$ cat src/design/cfrf_pkg.sv
// Shared types and constants for the command frame receive FIFO.
package cfrf_pkg;

  localparam int FIFO_DEPTH_DEF = 16;
  localparam int MAX_DRAIN = 15;
  localparam int DRAIN_CNT_W = 4;
  localparam int LEN_W = 3;
  localparam int QUEUE_DEPTH = 2;
  localparam int QUEUE_PTR_W = 1;
  localparam int QUEUE_CNT_W = 2;

  localparam logic [7:0] CH_P = 8'h70;
  localparam logic [7:0] CH_B = 8'h62;
  localparam logic [7:0] CH_E = 8'h65;
  localparam logic [7:0] CH_N = 8'h6e;

  localparam logic [LEN_W-1:0] LEN_P = 3'd3;
  localparam logic [LEN_W-1:0] LEN_B = 3'd4;
  localparam logic [LEN_W-1:0] LEN_E = 3'd1;
  localparam logic [LEN_W-1:0] LEN_N = 3'd1;
  localparam logic [LEN_W-1:0] LEN_NONE = 3'd0;

  localparam logic OP_RECEIVE = 1'b0;
  localparam logic OP_DRAIN = 1'b1;

  localparam logic INITIAL_PHASE_RST = 1'b1;

  typedef struct packed {
    logic       operation;
    logic [7:0] rx_byte;
  } in_req_t;

  typedef struct packed {
    logic       byte_valid;
    logic [7:0] out_byte;
    logic       frame_ready;
    logic       last;
  } out_req_t;

  typedef struct packed {
    logic             drain;
    logic [7:0]       data;
    logic             force_one;
    logic [LEN_W-1:0] len;
  } cmd_t;

endpackage

$ cat src/design/cfrf_front.sv
// Front end: holds the phase register and classifies incoming requests.
module cfrf_front (
  input  logic             clk,
  input  logic             rst_n,
  input  logic             cfg_wr_en,
  input  logic             cfg_wr_data,
  input  cfrf_pkg::in_req_t in_data,
  output cfrf_pkg::cmd_t   cmd
);

  logic initial_phase_r;
  logic initial_phase_nxt;

  always_comb begin
    initial_phase_nxt = initial_phase_r;
    if (cfg_wr_en) begin
      initial_phase_nxt = cfg_wr_data;
    end
  end

  always_ff @(posedge clk) begin
    if (!rst_n) begin
      initial_phase_r <= cfrf_pkg::INITIAL_PHASE_RST;
    end else begin
      initial_phase_r <= initial_phase_nxt;
    end
  end

  always_comb begin
    cmd.drain = (in_data.operation == cfrf_pkg::OP_DRAIN);
    cmd.data = in_data.rx_byte;
    cmd.force_one = initial_phase_r && (in_data.rx_byte == cfrf_pkg::CH_B);
    case (in_data.rx_byte)
      cfrf_pkg::CH_P: cmd.len = cfrf_pkg::LEN_P;
      cfrf_pkg::CH_B: cmd.len = cfrf_pkg::LEN_B;
      cfrf_pkg::CH_E: cmd.len = cfrf_pkg::LEN_E;
      cfrf_pkg::CH_N: cmd.len = cfrf_pkg::LEN_N;
      default: cmd.len = cfrf_pkg::LEN_NONE;
    endcase
  end

endmodule

$ cat src/design/cfrf_queue.sv
// Two-entry command queue between the front end and the back end.
module cfrf_queue (
  input  logic           clk,
  input  logic           rst_n,
  input  logic           push,
  input  cfrf_pkg::cmd_t push_cmd,
  output logic           full,
  input  logic           pop,
  output logic           pop_valid,
  output cfrf_pkg::cmd_t pop_cmd
);

  cfrf_pkg::cmd_t entry_r [cfrf_pkg::QUEUE_DEPTH];
  logic [cfrf_pkg::QUEUE_PTR_W-1:0] wr_ptr_r;
  logic [cfrf_pkg::QUEUE_PTR_W-1:0] wr_ptr_nxt;
  logic [cfrf_pkg::QUEUE_PTR_W-1:0] rd_ptr_r;
  logic [cfrf_pkg::QUEUE_PTR_W-1:0] rd_ptr_nxt;
  logic [cfrf_pkg::QUEUE_CNT_W-1:0] count_r;
  logic [cfrf_pkg::QUEUE_CNT_W-1:0] count_nxt;

  assign full = (count_r == cfrf_pkg::QUEUE_CNT_W'(cfrf_pkg::QUEUE_DEPTH));
  assign pop_valid = (count_r != '0);
  assign pop_cmd = entry_r[rd_ptr_r];

  always_comb begin
    wr_ptr_nxt = wr_ptr_r;
    rd_ptr_nxt = rd_ptr_r;
    count_nxt = count_r;
    if (push) begin
      wr_ptr_nxt = wr_ptr_r + 1'b1;
    end
    if (pop) begin
      rd_ptr_nxt = rd_ptr_r + 1'b1;
    end
    if (push && !pop) begin
      count_nxt = count_r + 1'b1;
    end else if (!push && pop) begin
      count_nxt = count_r - 1'b1;
    end
  end

  always_ff @(posedge clk) begin
    if (!rst_n) begin
      wr_ptr_r <= '0;
      rd_ptr_r <= '0;
      count_r <= '0;
    end else begin
      wr_ptr_r <= wr_ptr_nxt;
      rd_ptr_r <= rd_ptr_nxt;
      count_r <= count_nxt;
    end
  end

  always_ff @(posedge clk) begin
    if (push) begin
      entry_r[wr_ptr_r] <= push_cmd;
    end
  end

endmodule

$ cat src/design/cfrf_back.sv
// Back end: frame assembly, ring buffer storage, drain sequencer and output register.
module cfrf_back #(
  parameter int FIFO_DEPTH = cfrf_pkg::FIFO_DEPTH_DEF
) (
  input  logic               clk,
  input  logic               rst_n,
  input  logic               q_valid,
  input  cfrf_pkg::cmd_t     q_cmd,
  output logic               q_pop,
  output logic               out_valid,
  output cfrf_pkg::out_req_t out_data,
  input  logic               out_stall
);

  localparam int PTR_W = $clog2(FIFO_DEPTH);
  localparam int CMP_W = (PTR_W + 1 > cfrf_pkg::DRAIN_CNT_W) ? PTR_W + 1
                                                              : cfrf_pkg::DRAIN_CNT_W;

  typedef enum logic [2:0] {
    ST_IDLE = 3'b001,
    ST_RD   = 3'b010,
    ST_OUT  = 3'b100
  } state_t;

  function automatic logic [PTR_W-1:0] next_idx(input logic [PTR_W-1:0] i);
    next_idx = (i == PTR_W'(FIFO_DEPTH - 1)) ? '0 : i + 1'b1;
  endfunction

  logic [7:0] mem [FIFO_DEPTH];
  logic [7:0] rd_data_r;

  state_t state_r;
  state_t state_nxt;
  logic [PTR_W-1:0] head_r;
  logic [PTR_W-1:0] head_nxt;
  logic [PTR_W-1:0] tail_r;
  logic [PTR_W-1:0] tail_nxt;
  logic [cfrf_pkg::LEN_W-1:0] awaited_r;
  logic [cfrf_pkg::LEN_W-1:0] awaited_nxt;
  logic ready_r;
  logic ready_nxt;
  logic [cfrf_pkg::DRAIN_CNT_W-1:0] remaining_r;
  logic [cfrf_pkg::DRAIN_CNT_W-1:0] remaining_nxt;
  logic out_valid_r;
  logic out_valid_nxt;
  cfrf_pkg::out_req_t out_data_r;
  cfrf_pkg::out_req_t out_data_nxt;

  logic mem_we;
  logic out_free;
  logic full;
  logic [CMP_W-1:0] count;
  logic [CMP_W-1:0] drain_n;

  assign out_valid = out_valid_r;
  assign out_data = out_data_r;
  assign out_free = !out_valid_r || !out_stall;
  assign full = (next_idx(tail_r) == head_r);

  always_comb begin
    if (tail_r >= head_r) begin
      count = CMP_W'(tail_r - head_r);
    end else begin
      count = CMP_W'({1'b0, tail_r} + (PTR_W + 1)'(FIFO_DEPTH) - {1'b0, head_r});
    end
    drain_n = (count > CMP_W'(cfrf_pkg::MAX_DRAIN)) ? CMP_W'(cfrf_pkg::MAX_DRAIN) : count;
  end

  always_comb begin
    logic take;
    logic [cfrf_pkg::LEN_W-1:0] awaited_v;
    logic [cfrf_pkg::LEN_W-1:0] awaited_dec;
    take = 1'b0;
    awaited_v = awaited_r;
    awaited_dec = awaited_r;
    state_nxt = state_r;
    head_nxt = head_r;
    tail_nxt = tail_r;
    awaited_nxt = awaited_r;
    ready_nxt = ready_r;
    remaining_nxt = remaining_r;
    out_valid_nxt = out_valid_r;
    out_data_nxt = out_data_r;
    mem_we = 1'b0;
    q_pop = 1'b0;
    if (out_valid_r && !out_stall) begin
      out_valid_nxt = 1'b0;
    end
    case (state_r)
      ST_IDLE: begin
        if (q_valid && out_free) begin
          q_pop = 1'b1;
          if (!q_cmd.drain) begin
            if (!ready_r) begin
              take = 1'b1;
              if (q_cmd.force_one) begin
                awaited_v = cfrf_pkg::LEN_W'(1);
              end else if (awaited_r == '0) begin
                if (q_cmd.len == cfrf_pkg::LEN_NONE) begin
                  take = 1'b0;
                end else begin
                  awaited_v = q_cmd.len;
                end
              end
            end
            if (take) begin
              if (!full) begin
                mem_we = 1'b1;
                tail_nxt = next_idx(tail_r);
              end
              awaited_dec = awaited_v - 1'b1;
              awaited_nxt = awaited_dec;
              if (awaited_dec == '0) begin
                ready_nxt = 1'b1;
              end
            end
            out_valid_nxt = 1'b1;
            out_data_nxt = '{byte_valid: 1'b0, out_byte: 8'h00,
                             frame_ready: ready_nxt, last: 1'b1};
          end else if (count == '0) begin
            ready_nxt = 1'b0;
            out_valid_nxt = 1'b1;
            out_data_nxt = '{byte_valid: 1'b0, out_byte: 8'h00,
                             frame_ready: 1'b0, last: 1'b1};
          end else begin
            remaining_nxt = drain_n[cfrf_pkg::DRAIN_CNT_W-1:0];
            if (count <= CMP_W'(cfrf_pkg::MAX_DRAIN)) begin
              ready_nxt = 1'b0;
            end
            state_nxt = ST_RD;
          end
        end
      end
      ST_RD: begin
        state_nxt = ST_OUT;
      end
      ST_OUT: begin
        if (out_free) begin
          out_valid_nxt = 1'b1;
          out_data_nxt = '{byte_valid: 1'b1, out_byte: rd_data_r, frame_ready: ready_r,
                           last: (remaining_r == cfrf_pkg::DRAIN_CNT_W'(1))};
          head_nxt = next_idx(head_r);
          remaining_nxt = remaining_r - 1'b1;
          state_nxt = (remaining_r == cfrf_pkg::DRAIN_CNT_W'(1)) ? ST_IDLE : ST_RD;
        end
      end
      default: begin
        state_nxt = ST_IDLE;
      end
    endcase
  end

  always_ff @(posedge clk) begin
    if (!rst_n) begin
      state_r <= ST_IDLE;
      head_r <= '0;
      tail_r <= '0;
      awaited_r <= '0;
      ready_r <= 1'b0;
      remaining_r <= '0;
      out_valid_r <= 1'b0;
    end else begin
      state_r <= state_nxt;
      head_r <= head_nxt;
      tail_r <= tail_nxt;
      awaited_r <= awaited_nxt;
      ready_r <= ready_nxt;
      remaining_r <= remaining_nxt;
      out_valid_r <= out_valid_nxt;
    end
  end

  always_ff @(posedge clk) begin
    out_data_r <= out_data_nxt;
  end

  always_ff @(posedge clk) begin
    if (mem_we) begin
      mem[tail_r] <= q_cmd.data;
    end
    rd_data_r <= mem[head_r];
  end

endmodule

$ cat src/design/command_frame_receive_fifo_core.sv
// Command frame receive FIFO: top level joining front end, command queue and back end.
// A received-byte request gives a single result, passing through the queue and the output register.
// A drain gives stored bytes one at a time, each through the registered ring buffer
// read (ST_RD then ST_OUT), at most 15 bytes; an empty drain gives one result.
// Requests are taken one per cycle, unless the queue is full, into a two-entry queue while the back end works.
// Synchronous active-low reset empties the queue and ring and sets the initial phase.
module command_frame_receive_fifo_core #(
  parameter int FIFO_DEPTH = cfrf_pkg::FIFO_DEPTH_DEF
) (
  input  logic               clk,
  input  logic               rst_n,
  input  logic               cfg_wr_en,
  input  logic               cfg_wr_data,
  input  logic               in_valid,
  output logic               in_stall,
  input  cfrf_pkg::in_req_t  in_data,
  output logic               out_valid,
  input  logic               out_stall,
  output cfrf_pkg::out_req_t out_data
);

  cfrf_pkg::cmd_t front_cmd;
  cfrf_pkg::cmd_t q_cmd;
  logic q_full;
  logic q_valid;
  logic q_pop;

  assign in_stall = q_full;

  cfrf_front u_front (
    .clk         (clk),
    .rst_n       (rst_n),
    .cfg_wr_en   (cfg_wr_en),
    .cfg_wr_data (cfg_wr_data),
    .in_data     (in_data),
    .cmd         (front_cmd)
  );

  cfrf_queue u_queue (
    .clk       (clk),
    .rst_n     (rst_n),
    .push      (in_valid && !q_full),
    .push_cmd  (front_cmd),
    .full      (q_full),
    .pop       (q_pop),
    .pop_valid (q_valid),
    .pop_cmd   (q_cmd)
  );

  cfrf_back #(
    .FIFO_DEPTH (FIFO_DEPTH)
  ) u_back (
    .clk       (clk),
    .rst_n     (rst_n),
    .q_valid   (q_valid),
    .q_cmd     (q_cmd),
    .q_pop     (q_pop),
    .out_valid (out_valid),
    .out_data  (out_data),
    .out_stall (out_stall)
  );

endmodule
$ cat config.mk
export PLATFORM = sky130hd
export DESIGN_NAME = command_frame_receive_fifo_core
export DESIGN_NICKNAME = d
export VERILOG_FILES = /design/src/design/cfrf_pkg.sv /design/src/design/cfrf_front.sv /design/src/design/cfrf_queue.sv /design/src/design/cfrf_back.sv /design/src/design/command_frame_receive_fifo_core.sv
export SDC_FILE = /design/constraint.sdc
export NUM_CORES = 1
export LEC_CHECK = 0
export ABC_AREA = 1
export BUFFER_PORTS_ARGS = -buffer_cell sky130_fd_sc_hd__buf_2
export CAP_MARGIN = 20
export CORE_AREA = 3 3 149 151
export CTS_BUF_LIST = sky130_fd_sc_hd__clkbuf_8
export DETAILED_ROUTE_END_ITERATION = 10
export DIE_AREA = 0 0 152 154
export HOLD_SLACK_MARGIN = 0.08
export PLACE_DENSITY_LB_ADDON = 0.25
export SKIP_LAST_GASP = 1
export SLEW_MARGIN = 10
export SYNTH_ARGS = -nofsm -noshare
export SYNTH_HDL_FRONTEND = slang
export SYNTH_SLANG_ARGS = --single-unit
export TNS_END_PERCENT = 20
$ cat constraint.sdc
create_clock -name clk -period 2.93 [get_ports clk]
set_clock_uncertainty 0.05 [all_clocks]
set_input_delay 0.293 -clock clk [delete_from_list [all_inputs] [get_ports clk]]
set_output_delay 0.293 -clock clk [all_outputs]
set_load 0.01 [all_outputs]
==> summary.txt <==
STA
  – Max Slew Vio Count: 0
  – Final hold vios: 0
  – Achievable Freq: 413.4 MHz
  – Transition time of the tightest slew-check pin: 0.6700 ns
  – Worst rel slew slack: 55.22%
  – Worst setup slack after layout: 0.5110 ns
  – Final Cycle Share: 82.56%
  – Setup tns final: 0 ns
  – RSZ-0062 raised after global routing: false
  – Minimum clock period: 2.419 ns
  – Fin Hold WS: 0.1638 ns
  – Count of final setup violators: 0

Place
  – RD Place Congestion: 0.8315
  – Post-DP HPWL: 11.70 mm
  – Post-Place Setup Slack: 0.5098 ns
  – Count of input and output buffers: 27
  – Placed Cells: 1059

Cells and area
  – # diodes: 0
  – Most common cell after layout, fill and taps aside: edfxtp_1
  – Finished Layout Cells: 1103
  – Most frequent cells in the layout: edfxtp_1, nor2_1, nand2_1
  – Area added between synthesis and finish: 12.60%
  – Nets: 845
  – Layout cells sized above 1: 13.04%

Critical path
  – CP cell instances: inv_1, ha_1, inv_1, fa_1, xnor2_1, nand3_1, nand2_1, o21ai_0, nor2_1, buf_4
  – Critical Path RT: 3.05 ns
  – Most numerous cell on the critical path: inv_1
  – Worst Path Arrival: 2.54 ns
  – Crit-path max FO: 11
  – Slowest cell delay on critical path: 0.46 ns
  – Slowest cell on the critical path: fa_1
  – Worst Path Class, Setup: reg2reg
  – Crit. End Element: register
  – Startpoint class of the critical path: register

CTS
  – Reg clk slew, reported paths: 0.11 ns
  – Clock Tree Root: clkbuf_8
  – Worst skew pair latency: 0.46 ns
  – Post-CTS Setup Inserts: 0
  – Longest Clk Path Bufs: 2
  – CTS tree: done
  – Sink Count: 199
  – H-tree depth: 4
  – Num CTS Buffers: 17

Routing
  – Detailed-route wire length: 18.16 mm
  – Initial DRC Count: 529
  – Detailed Routing Iterations Pass 1: 5
  – Routed Antenna Nets: 0
  – Routed len/inst: 16.46 um
  – Vias per inst: 4.954
  – DR vias: 5464
  – DR DRC count: 0

Floorplan
  – Die extent in x: 152 um
  – CORE AREA: 20960 um2
  – Row count: 53
  – Initial Utilization: 39.85%
  – Die height: 154 um
  – # IOs: 28
  – Die area: 23410 um2

Yosys
  – Post-synthesis average cell area: 11.02 um2
  – Yosys reg bits: 199
  – YS warnings: 0
  – Mapped Area: 8351 um2
  – Net Count, Synth: 788
  – Cells after synthesis: 758
  – Sequential area share after synthesis: 67.49%
  – Yosys cell types: 39

Flow run
  – Max Cap Violations: 0

Global routing
  – First-pass GRT wire length: 28.79 mm
  – Initial antenna violation count: 0
  – Vias in the first global route: 5326
  – Overall Global Routing Usage: 15.74%
  – Largest net degree at the start of global routing: 40
  – Grt ovf: 0

Pwr
  – Worst VDD drop: 0.3543 mV
  – Power density over the cells: 829.4 nW/um2
  – Leakage: 0.003535 uW

Status
  – Status: finished, final reports clean

Min path
  – Worst hold-check path type: in2reg
worst max-delay path, delay by kind of cell (launching register included):
kind                     cells  cell delay, ns
AO/OA/AOI/OAI                1            0.09
XOR/XNOR                     1            0.26
adder cells (fa/ha/maj)      2            0.63
buffers and inverters        3            0.44
flip-flops                   1            0.35
AND/OR/NAND/NOR              3            0.32
synth_stat cells:
cell	count	area [um2]
edfxtp_1	165	4955
nor2_1	131	491.7
nand2_1	103	386.6
o21ai_0	83	415.4
inv_1	60	225.2
dfxtp_1	34	680.7
nand3_1	33	165.2
clkbuf_1	25	93.84
o22ai_1	20	125.1
a21oi_1	19	95.09
ha_1	14	175.2
o221ai_1	12	105.1
nand2_2	7	43.79
o211ai_1	7	52.55
xor2_1	5	43.79
nand4_1	4	25.02
buf_2	3	15.01
inv_2	3	11.26
or2_2	3	18.77
xnor2_1	3	26.28
a31oi_1	2	12.51
nand3_2	2	20.02
nor3_1	2	10.01
o21ai_1	2	10.01
o21bai_1	2	15.01
a211oi_1	1	7.510
a21boi_0	1	7.510
a22oi_1	1	7.510
a31oi_4	1	21.27
and3_1	1	6.260
buf_1	1	3.750
buf_4	1	7.510
clkinv_2	1	5.000
fa_1	1	20.02
nand3b_1	1	7.510
nor2_2	1	6.260
nor3_4	1	16.27
o21ai_2	1	8.760
o31ai_1	1	7.510
routing by layer:
metal | global-route usage (%) | share of wire, % | routed length [um] | vias up
li1 | - | - | - | 2752
met4 | 4.067 | 1.5 | 267 | 0
met2 | 24.66 | 46 | 8411 | 94
met1 | 22.39 | 49 | 8841 | 2599
met5 | 0 | 0 | 0 | -
met3 | 3.490 | 3.5 | 638 | 19
power by group:
part | switching (uW) | total, uW | internal [uW]
clock network | 1010 | 1610 | 607
registers | 162 | 3820 | 3660
logic | 1610 | 2370 | 759
total | 2770 | 7800 | 5030
logic make-up after synthesis:
logic type	synth area share, %
compound gates	10.67
xor+xnor	0.8391
simple gates	14.34
buf+inv	4.330
fa+ha+maj	2.337
flops	67.49
final timing paths:
path                                      end  slack [ns]  cells past startpoint                     startpoint
max reg2reg  u_back.out_data[9]$_SDFFCE_PN0P_        0.51                     10  u_back.tail_r[0]$_SDFFE_PN0P_
min            u_back.state_r[0]$_SDFFE_PN1P_        0.16                      2                          rst_n
min reg2reg     u_queue.rd_ptr_r$_SDFFE_PN0P_        0.41                      1  u_queue.rd_ptr_r$_SDFFE_PN0P_
max          u_back.out_data[9]$_SDFFCE_PN0P_        0.51                     10  u_back.tail_r[0]$_SDFFE_PN0P_
metrics by stage:
step	power (uW)	utilization [%]	instance area, um2
finish	7798	44.87	9403
global route	8335	44.87	9403
CTS	7860	44.87	9403
detailed placement	6251	42.61	8929
global placement	6227	42.61	8929
floorplan	5509	-	8351
registers in the layout, indices dropped and copies added (netlist names), named ones only:
register,cells
u_queue.count_r,2
u_back.ready_r,1
u_queue.wr_ptr_r,1
u_back.tail_r,4
u_back.out_valid,1
u_queue.rd_ptr_r,1
u_back.awaited_r,3
u_back.mem,128
u_back.out_data,11
u_back.state_r,3
u_front.initial_phase_r,1
u_back.head_r,4
u_back.rd_data_r,8
u_queue.entry_r,26
u_back.remaining_r,4
layout make-up:
cell class,count,area (um2)
inverters,64,241.5
clock inverters,15,120.1
fillers,2000,11550
well taps,275,344.1
multi-input cells,465,2354
clock buffers,17,234.0
repair buffers,68,473.0
flip-flops and latches,199,5637
timing repair:
| item | CTS | global route |
|---|---|---|
| hold buffers | 12 | 0 |
| setup endpoints to repair | 0 | 0 |
| resized for setup | 0 | 0 |
| endpoints found under the hold margin | 20 | 0 |
(Power assumes the default switching activity.)
